===== src/sv/cte_pkg.sv =====
// ----------------------------------------------------------------------------
// cte_pkg: shared types and helpers for the calendar time field editor
// command codes, field limits, editor state record and field step helpers
// ----------------------------------------------------------------------------
`default_nettype none

package cte_pkg;

  localparam int unsigned HALF_W = 16;
  localparam logic [HALF_W-1:0] BLINK_HALF_RESET = 16'd500;

  typedef enum logic [2:0] {
    CMD_TICK = 3'd0,
    CMD_MODE = 3'd1,
    CMD_NEXT = 3'd2,
    CMD_UP   = 3'd3,
    CMD_DOWN = 3'd4,
    CMD_LOAD = 3'd5
  } cte_cmd_t;

  // cursor positions
  localparam logic [2:0] FIELD_YEAR   = 3'd0;
  localparam logic [2:0] FIELD_MONTH  = 3'd1;
  localparam logic [2:0] FIELD_DAY    = 3'd2;
  localparam logic [2:0] FIELD_HOUR   = 3'd3;
  localparam logic [2:0] FIELD_MINUTE = 3'd4;
  localparam logic [2:0] FIELD_SECOND = 3'd5;

  localparam logic [6:0] YEAR_MIN   = 7'd0;
  localparam logic [6:0] YEAR_MAX   = 7'd99;
  localparam logic [6:0] MONTH_MIN  = 7'd1;
  localparam logic [6:0] MONTH_MAX  = 7'd12;
  localparam logic [6:0] HOUR_MIN   = 7'd0;
  localparam logic [6:0] HOUR_MAX   = 7'd23;
  localparam logic [6:0] MINUTE_MIN = 7'd0;
  localparam logic [6:0] MINUTE_MAX = 7'd59;
  localparam logic [6:0] SECOND_MIN = 7'd0;
  localparam logic [6:0] SECOND_MAX = 7'd59;

  typedef struct packed {
    logic [6:0] year;
    logic [3:0] month;
    logic [4:0] day;
    logic [4:0] hour;
    logic [5:0] minute;
    logic [5:0] second;
  } cte_fields_t;

  typedef struct packed {
    cte_fields_t       fields;
    logic [2:0]        cursor;
    logic              edit;
    logic              blink;
    logic [HALF_W-1:0] tick;
  } cte_state_t;

  // every year divisible by 4 is leap; bad month codes count as 31 days
  function automatic logic [4:0] month_len(input logic [3:0] month, input logic [6:0] year);
    logic [4:0] len;
    case (month) inside
      4'd4, 4'd6, 4'd9, 4'd11: len = 5'd30;
      4'd2:                    len = (year[1:0] == 2'b00) ? 5'd29 : 5'd28;
      default:                 len = 5'd31;
    endcase
    return len;
  endfunction

  // up: past max wraps to min; down: at or below min wraps to max
  function automatic logic [6:0] step_wrap(input logic [6:0] v, input logic [6:0] lo,
                                           input logic [6:0] hi, input logic up);
    logic [7:0] inc;
    logic [6:0] res;
    inc = {1'b0, v} + 8'd1;
    if (up) begin
      res = (inc > {1'b0, hi}) ? lo : inc[6:0];
    end else begin
      res = (v <= lo) ? hi : v - 7'd1;
    end
    return res;
  endfunction

endpackage

`default_nettype wire


===== src/sv/cte_step.sv =====
// ----------------------------------------------------------------------------
// cte_step: next-state logic of the editor
// applies one command to the editor state, single combinational pass
// ----------------------------------------------------------------------------
`default_nettype none

module cte_step
  import cte_pkg::*;
(
  input  cte_state_t        cur,
  input  logic [2:0]        cmd,
  input  cte_fields_t       load,
  input  logic [HALF_W-1:0] half_period,
  output cte_state_t        nxt,
  output logic              commit
);

  logic [HALF_W:0] tick_inc;
  logic [4:0]      lim_cur;
  logic [5:0]      day_inc;
  logic            up;

  assign tick_inc = {1'b0, cur.tick} + {{HALF_W{1'b0}}, 1'b1};
  assign lim_cur  = month_len(cur.fields.month, cur.fields.year);
  assign day_inc  = {1'b0, cur.fields.day} + 6'd1;
  assign up       = (cte_cmd_t'(cmd) == CMD_UP);

  always_comb begin
    nxt    = cur;
    commit = 1'b0;
    case (cte_cmd_t'(cmd))
      CMD_TICK: begin
        if (tick_inc >= {1'b0, half_period}) begin
          nxt.tick  = '0;
          nxt.blink = ~cur.blink;
        end else begin
          nxt.tick = tick_inc[HALF_W-1:0];
        end
      end
      CMD_MODE: begin
        if (cur.edit) begin
          nxt.edit = 1'b0;
          commit   = 1'b1;
        end else begin
          nxt.edit   = 1'b1;
          nxt.cursor = FIELD_YEAR;
        end
      end
      CMD_NEXT: begin
        if (cur.edit) begin
          nxt.cursor = (cur.cursor == FIELD_SECOND) ? FIELD_YEAR : cur.cursor + 3'd1;
        end
      end
      CMD_UP, CMD_DOWN: begin
        if (cur.edit) begin
          case (cur.cursor)
            FIELD_YEAR: begin
              nxt.fields.year = step_wrap(cur.fields.year, YEAR_MIN, YEAR_MAX, up);
            end
            FIELD_MONTH: begin
              nxt.fields.month = 4'(step_wrap({3'b000, cur.fields.month},
                                              MONTH_MIN, MONTH_MAX, up));
            end
            FIELD_DAY: begin
              if (up) begin
                nxt.fields.day = day_inc[4:0];
              end else begin
                nxt.fields.day = (cur.fields.day <= 5'd1) ? lim_cur : cur.fields.day - 5'd1;
              end
            end
            FIELD_HOUR: begin
              nxt.fields.hour = 5'(step_wrap({2'b00, cur.fields.hour}, HOUR_MIN, HOUR_MAX, up));
            end
            FIELD_MINUTE: begin
              nxt.fields.minute = 6'(step_wrap({1'b0, cur.fields.minute},
                                               MINUTE_MIN, MINUTE_MAX, up));
            end
            FIELD_SECOND: begin
              nxt.fields.second = 6'(step_wrap({1'b0, cur.fields.second},
                                               SECOND_MIN, SECOND_MAX, up));
            end
            default: ;
          endcase
          // day repair against the month length after the step
          if (nxt.fields.day == 5'd0 ||
              nxt.fields.day > month_len(nxt.fields.month, nxt.fields.year)) begin
            nxt.fields.day = 5'd1;
          end
        end
      end
      CMD_LOAD: begin
        if (!cur.edit) begin
          nxt.fields = load;
        end
      end
      default: ;
    endcase
  end

endmodule

`default_nettype wire


===== src/sv/calendar_time_field_editor.sv =====
// ----------------------------------------------------------------------------
// calendar_time_field_editor: date and time setting editor
// six date/time fields with cursor, edit mode, blink timer and commit pulse
// ----------------------------------------------------------------------------
//
//  channel | direction | handshake           | payload
//  --------+-----------+---------------------+----------------------------------
//  cfg     | in        | cfg_valid/cfg_ready | cfg_data: blink half period
//  in      | in        | in_valid/in_ready   | command and load_* clock reading
//  out     | out       | out_valid/out_ready | fields, cursor, flags, commit
//
// one item per cycle sustained while out_ready is high; each item goes through
// the input register, then one pass of next-state logic into the result register
// rst_n is synchronous: editor state cleared, half period back to 500
// a stalled result holds the result register; the input register still takes
// one more item, after which in_ready drops until the result side drains
// cfg_ready is always high
`default_nettype none

module calendar_time_field_editor
  import cte_pkg::*;
(
  input  logic              clk,
  input  logic              rst_n,
  // configuration
  input  logic              cfg_valid,
  output logic              cfg_ready,
  input  logic [HALF_W-1:0] cfg_data,
  // commands
  input  logic              in_valid,
  output logic              in_ready,
  input  logic [2:0]        in_command,
  input  logic [6:0]        in_load_year,
  input  logic [3:0]        in_load_month,
  input  logic [4:0]        in_load_day,
  input  logic [4:0]        in_load_hour,
  input  logic [5:0]        in_load_minute,
  input  logic [5:0]        in_load_second,
  // results
  output logic              out_valid,
  input  logic              out_ready,
  output logic [6:0]        out_year,
  output logic [3:0]        out_month,
  output logic [4:0]        out_day,
  output logic [4:0]        out_hour,
  output logic [5:0]        out_minute,
  output logic [5:0]        out_second,
  output logic [2:0]        out_selected_field,
  output logic              out_editing,
  output logic              out_blink_on,
  output logic              out_commit
);

  // blink half period register
  logic [HALF_W-1:0] half_r;

  // input register
  logic        in_valid_r;
  logic [2:0]  in_cmd_r;
  cte_fields_t in_load_r;

  // editor state
  cte_state_t  state_r;
  cte_state_t  state_nxt;
  logic        commit_nxt;

  // result register
  logic        out_valid_r;
  cte_fields_t out_fields_r;
  logic [2:0]  out_cursor_r;
  logic        out_edit_r;
  logic        out_blink_r;
  logic        out_commit_r;

  logic        advance;

  // item moves from input register to result register when the latter is free
  assign advance   = in_valid_r && (!out_valid_r || out_ready);
  assign in_ready  = !in_valid_r || advance;
  assign cfg_ready = 1'b1;

  always_ff @(posedge clk) begin
    if (!rst_n) begin
      half_r <= BLINK_HALF_RESET;
    end else if (cfg_valid) begin
      half_r <= cfg_data;
    end
  end

  always_ff @(posedge clk) begin
    if (!rst_n) begin
      in_valid_r <= 1'b0;
    end else if (in_ready) begin
      in_valid_r <= in_valid;
    end
  end

  // payload capture on every input transfer
  always_ff @(posedge clk) begin
    if (in_valid && in_ready) begin
      in_cmd_r         <= in_command;
      in_load_r.year   <= in_load_year;
      in_load_r.month  <= in_load_month;
      in_load_r.day    <= in_load_day;
      in_load_r.hour   <= in_load_hour;
      in_load_r.minute <= in_load_minute;
      in_load_r.second <= in_load_second;
    end
  end

  cte_step u_step (
    .cur         (state_r),
    .cmd         (in_cmd_r),
    .load        (in_load_r),
    .half_period (half_r),
    .nxt         (state_nxt),
    .commit      (commit_nxt)
  );

  // state only moves when its item is handed to the result register
  always_ff @(posedge clk) begin
    if (!rst_n) begin
      state_r <= '0;
    end else if (advance) begin
      state_r <= state_nxt;
    end
  end

  always_ff @(posedge clk) begin
    if (!rst_n) begin
      out_valid_r <= 1'b0;
    end else if (advance) begin
      out_valid_r <= 1'b1;
    end else if (out_ready) begin
      out_valid_r <= 1'b0;
    end
  end

  always_ff @(posedge clk) begin
    if (advance) begin
      out_fields_r <= state_nxt.fields;
      out_cursor_r <= state_nxt.cursor;
      out_edit_r   <= state_nxt.edit;
      // blink only shows while editing
      out_blink_r  <= state_nxt.edit && state_nxt.blink;
      out_commit_r <= commit_nxt;
    end
  end

  assign out_valid          = out_valid_r;
  assign out_year           = out_fields_r.year;
  assign out_month          = out_fields_r.month;
  assign out_day            = out_fields_r.day;
  assign out_hour           = out_fields_r.hour;
  assign out_minute         = out_fields_r.minute;
  assign out_second         = out_fields_r.second;
  assign out_selected_field = out_cursor_r;
  assign out_editing        = out_edit_r;
  assign out_blink_on       = out_blink_r;
  assign out_commit         = out_commit_r;

  // cursor stays on one of the six fields
  a_cursor_range: assert property (@(posedge clk) disable iff (!rst_n)
    state_r.cursor <= FIELD_SECOND)
    else $error("cursor out of range");

  // commit only on the result that leaves edit mode
  a_commit_leaves_edit: assert property (@(posedge clk) disable iff (!rst_n)
    out_valid_r && out_commit_r |-> !out_edit_r)
    else $error("commit while still editing");

  // blanking only while editing
  a_blink_needs_edit: assert property (@(posedge clk) disable iff (!rst_n)
    out_valid_r && out_blink_r |-> out_edit_r)
    else $error("blink shown outside edit mode");

  // input side stalls only with a full input register behind a held result
  a_stall_cause: assert property (@(posedge clk) disable iff (!rst_n)
    !in_ready |-> in_valid_r && out_valid_r && !out_ready)
    else $error("input stalled without cause");

endmodule

`default_nettype wire


===== config.mk =====
export PLATFORM = sky130hd
export DESIGN_NAME = calendar_time_field_editor
export DESIGN_NICKNAME = d
export VERILOG_FILES = /design/src/sv/cte_pkg.sv /design/src/sv/cte_step.sv /design/src/sv/calendar_time_field_editor.sv
export SDC_FILE = /design/constraint.sdc
export NUM_CORES = 1
export LEC_CHECK = 0
export BUFFER_PORTS_ARGS = -buffer_cell sky130_fd_sc_hd__buf_2
export CAP_MARGIN = 20
export CELL_PAD_IN_SITES_DETAIL_PLACEMENT = 0
export CELL_PAD_IN_SITES_GLOBAL_PLACEMENT = 1
export CORE_MARGIN = 1
export CORE_UTILIZATION = 49
export CTS_CLUSTER_DIAMETER = 30
export DETAILED_ROUTE_END_ITERATION = 8
export PLACE_DENSITY_LB_ADDON = 0.1
export SYNTH_ARGS = -nofsm -noshare
export SYNTH_HDL_FRONTEND = slang
export SYNTH_SLANG_ARGS = --single-unit

===== constraint.sdc =====
create_clock -name clk -period 9.43 [get_ports clk]
set_input_delay 2.829 -clock clk [delete_from_list [all_inputs] [get_ports clk]]
set_output_delay 2.829 -clock clk [all_outputs]
set_load 0.05 [all_outputs]

==> flow_summary.ini <==
[worst_hold_path]
min_path_type = flip-flop to flip-flop

[place]
dp_hpwl_um = 15500
io_buffers = 97
gp_congestion = 0.887

[layout]
n_fill_cell = 1761
drive_above_1_share = 0.141
area_growth_pct = 11.4
antenna_cells = 0
finalNetCount = 1185

[route]
dr.first_iter.drc_count = 664
final_antenna_net_count = 0
via_per_inst = 5.97
wl_um = 23400
wl_per_cell_um = 17.6
vias = 7943
drt_first_pass_iters = 6
drc = 0

[synth]
ys.warnings.count = 0
ys_dominant_reg_cell = edfxtp_1
synth_edf_count = 75
synth_simple_gate_area_share = 0.205
synth_cell_types = 85
synth-adder-area-share = 0.0538
synth_top_area_share = 0.248
synth.cell_area_um2 = 9070
synth_top_family_by_area = compound AO/OA/AOI/OAI gates
synth_nets = 1144
async_reset_ff_frac = 0
synth_common_cells = nand2_1 (98), nor2_1 (82), edfxtp_1 (75), dfxtp_1 (72), a21oi_1 (68)
synth-seq-cells = 147
synthMuxAreaShare = 0.0168
ys_seq_area_frac = 0.407
synth.largest_area_cell = edfxtp_1
synth.avg_cell_area_um2 = 8.65
synth_xor_area_frac = 0.0203
syn_inst = 1048
synth_area_leaders = edfxtp_1 (25%), dfxtp_1 (16%), ha_1 (5.4%)
synth_compound_area_frac = 0.232
synth_most_common_cell = nand2_1

[setup_path]
reg2reg_to = out_day[0]$_DFFE_PP_
cp-endpoint = in_ready
r2r_cells = 14
start_kind = input port
critPathCaptureType = output pin
crit_required_ns = 6.60
r2r-start = state_r[47]$_SDFFE_PN0P_
critPathArrivalTime_ns = 3.44
crit_start = out_ready
r2r_setup_slack_ns = 5.33
worstPathMaxFanout = 4
crit_type = input port to output pin

[floorplan]
row_count = 49
io_pins = 99
die_h_um = 138
die_area_um2 = 19100
start_util = 0.503
core_area_um2 = 18000
fp.dieW_um = 138

[sta]
grt_setup_unrepaired = no
skew_ns = 0.00785
worstMarginPinSlew_ns = 0.990
fin_crit_ns = 6.27
slew_viol_final = 0
slew_headroom = 0.336
clock.fmax_mhz = 159
setup-violations-final = 0
tns_ns = 0
hold_violations = 0
fin_crit_sh = 0.665

[power_and_ir_drop]
power_frac_comb = 0.145
p_leak_nw = 3.91
vdd_drop_max_v = 0.000125
seqPwrFrac = 0.450
p_total_mw = 1.64
intPower_mw = 1.18
p_switching_uw = 468
p_clk_frac = 0.406
swShare = 0.285
power_density_nw_per_um2 = 163

[run]
cap_violations = 0

[status]
status = complete, no violations

[clock_network]
clock_latency_ns = 0.42
cts.sinks = 147
post_cts_resized = 0
cts_tree = done
clockRootBuffer = clkbuf_16
htree_levels = 4
cts_hold_buf = 0
cts_setup_buffers = 0
clk_pin_slew_worst_paths_ns = 0.06
numCtsBuffers = 17
clockBufferDepth = 2

[global_routing]
grt_pass1_vias = 7438
grt_pass1_wl_um = 38400
grt_usage = 0.249
grt_max_degree = 84
antenna_found_initial = 0
grt_overflow = 0
==> worst max-delay path, cell delays in order <==
cell and delay (ns):
buf_2 0.09, nor2b_1 0.20, nand2_1 0.10, buf_2 0.22
==> logic make-up after synthesis <==
kind of cell	Yosys count
AND/OR/NAND/NOR	370
AO/OA/AOI/OAI	318
flip-flops	147
buffers and inverters	137
adder cells (fa/ha/maj)	39
XOR/XNOR	21
multiplexers	15
other	1
==> metal layers <==
metal	track usage	part of all wire
met1	0.349	0.47
met2	0.402	0.46
met3	0.0336	0.054
met4	0.0711	0.014
met5	0	0
==> state kept, by name, indices dropped and copies added (netlist names), 3 cells and up <==
register	count
out_year	7
in_load_r	33
out_minute	6
half_r	16
out_second	6
in_cmd_r	3
out_day	5
state_r	54
out_month	4
out_hour	5
out_selected_field	3
==> power by group through the flow <==
stage | Sequential [mW] | Clock, mW | Combinational [mW]
detailed placement | 0.752 | 0 | 0.236
floorplan | 0.762 | 0 | 0.162
global placement | 0.752 | 0 | 0.235
CTS | 0.738 | 0.681 | 0.238
finish | 0.739 | 0.667 | 0.238
global route | 0.744 | 0.707 | 0.262
==> metrics by stage <==
step | std cells | cell area (um^2) | hold slack, ns | setup WS (ns) | utilization
after floorplan | 1048 | 9070 | 0.453 | 3.27 | -
after global placement | 1299 | 9530 | 0.463 | 3.19 | 0.529
after detailed placement | 1299 | 9530 | 0.474 | 3.15 | 0.529
after CTS | 1331 | 10100 | 0.482 | 3.15 | 0.560
after global routing | 1331 | 10100 | 0.505 | 3.09 | 0.560
final | 1331 | 10100 | 0.481 | 3.16 | 0.560
==> worst min-delay path by stage <==
stage | startpoint | endpoint | slack [ns] | cells past startpoint
global route | state_r[4]$_SDFFE_PN0P_ | state_r[4]$_SDFFE_PN0P_ | 0.50 | 2
detailed placement | state_r[4]$_SDFFE_PN0P_ | state_r[4]$_SDFFE_PN0P_ | 0.47 | 2
floorplan | state_r[4]$_SDFFE_PN0P_ | state_r[4]$_SDFFE_PN0P_ | 0.45 | 2
global placement | state_r[4]$_SDFFE_PN0P_ | state_r[4]$_SDFFE_PN0P_ | 0.46 | 2
CTS | state_r[4]$_SDFFE_PN0P_ | state_r[4]$_SDFFE_PN0P_ | 0.48 | 2
finish | state_r[4]$_SDFFE_PN0P_ | state_r[4]$_SDFFE_PN0P_ | 0.48 | 2
==> cells in the final DEF, fill, tap and decap left out, types with 8 or more instances in the layout <==
cell type  count
a21oi_1       68
a31oi_1       27
o211ai_1      14
o21a_1        12
buf_2         97
or3_1         12
nand2b_1      13
nor2b_1       11
nor4_1         9
and3_1        12
clkbuf_16     17
mux2i_1       13
nor2_1        82
o21ai_0       65
xor2_1         8
dfxtp_1       72
nand3_1       45
ha_1          39
o21ai_1       18
nand4_1       13
o31ai_1        8
nor3_1        31
a32oi_1        9
a22oi_1        9
inv_1         50
edfxtp_1      75
buf_4          9
o22ai_1       11
xnor2_1       13
nand2_1       98
==> cell type report <==
| cell class | instances | area [um^2] | area share |
|---|---|---|---|
| Multi-Input combinational cell | 764 | 4800 | 0.475 |
| Sequential cell | 147 | 3690 | 0.366 |
| Timing Repair Buffer | 106 | 553 | 0.0548 |
| Clock buffer | 19 | 433 | 0.0429 |
| Tap cell | 229 | 287 | 0.0284 |
| Inverter | 53 | 199 | 0.0197 |
| Clock inverter | 13 | 135 | 0.0134 |
(Power assumes the default switching activity.)
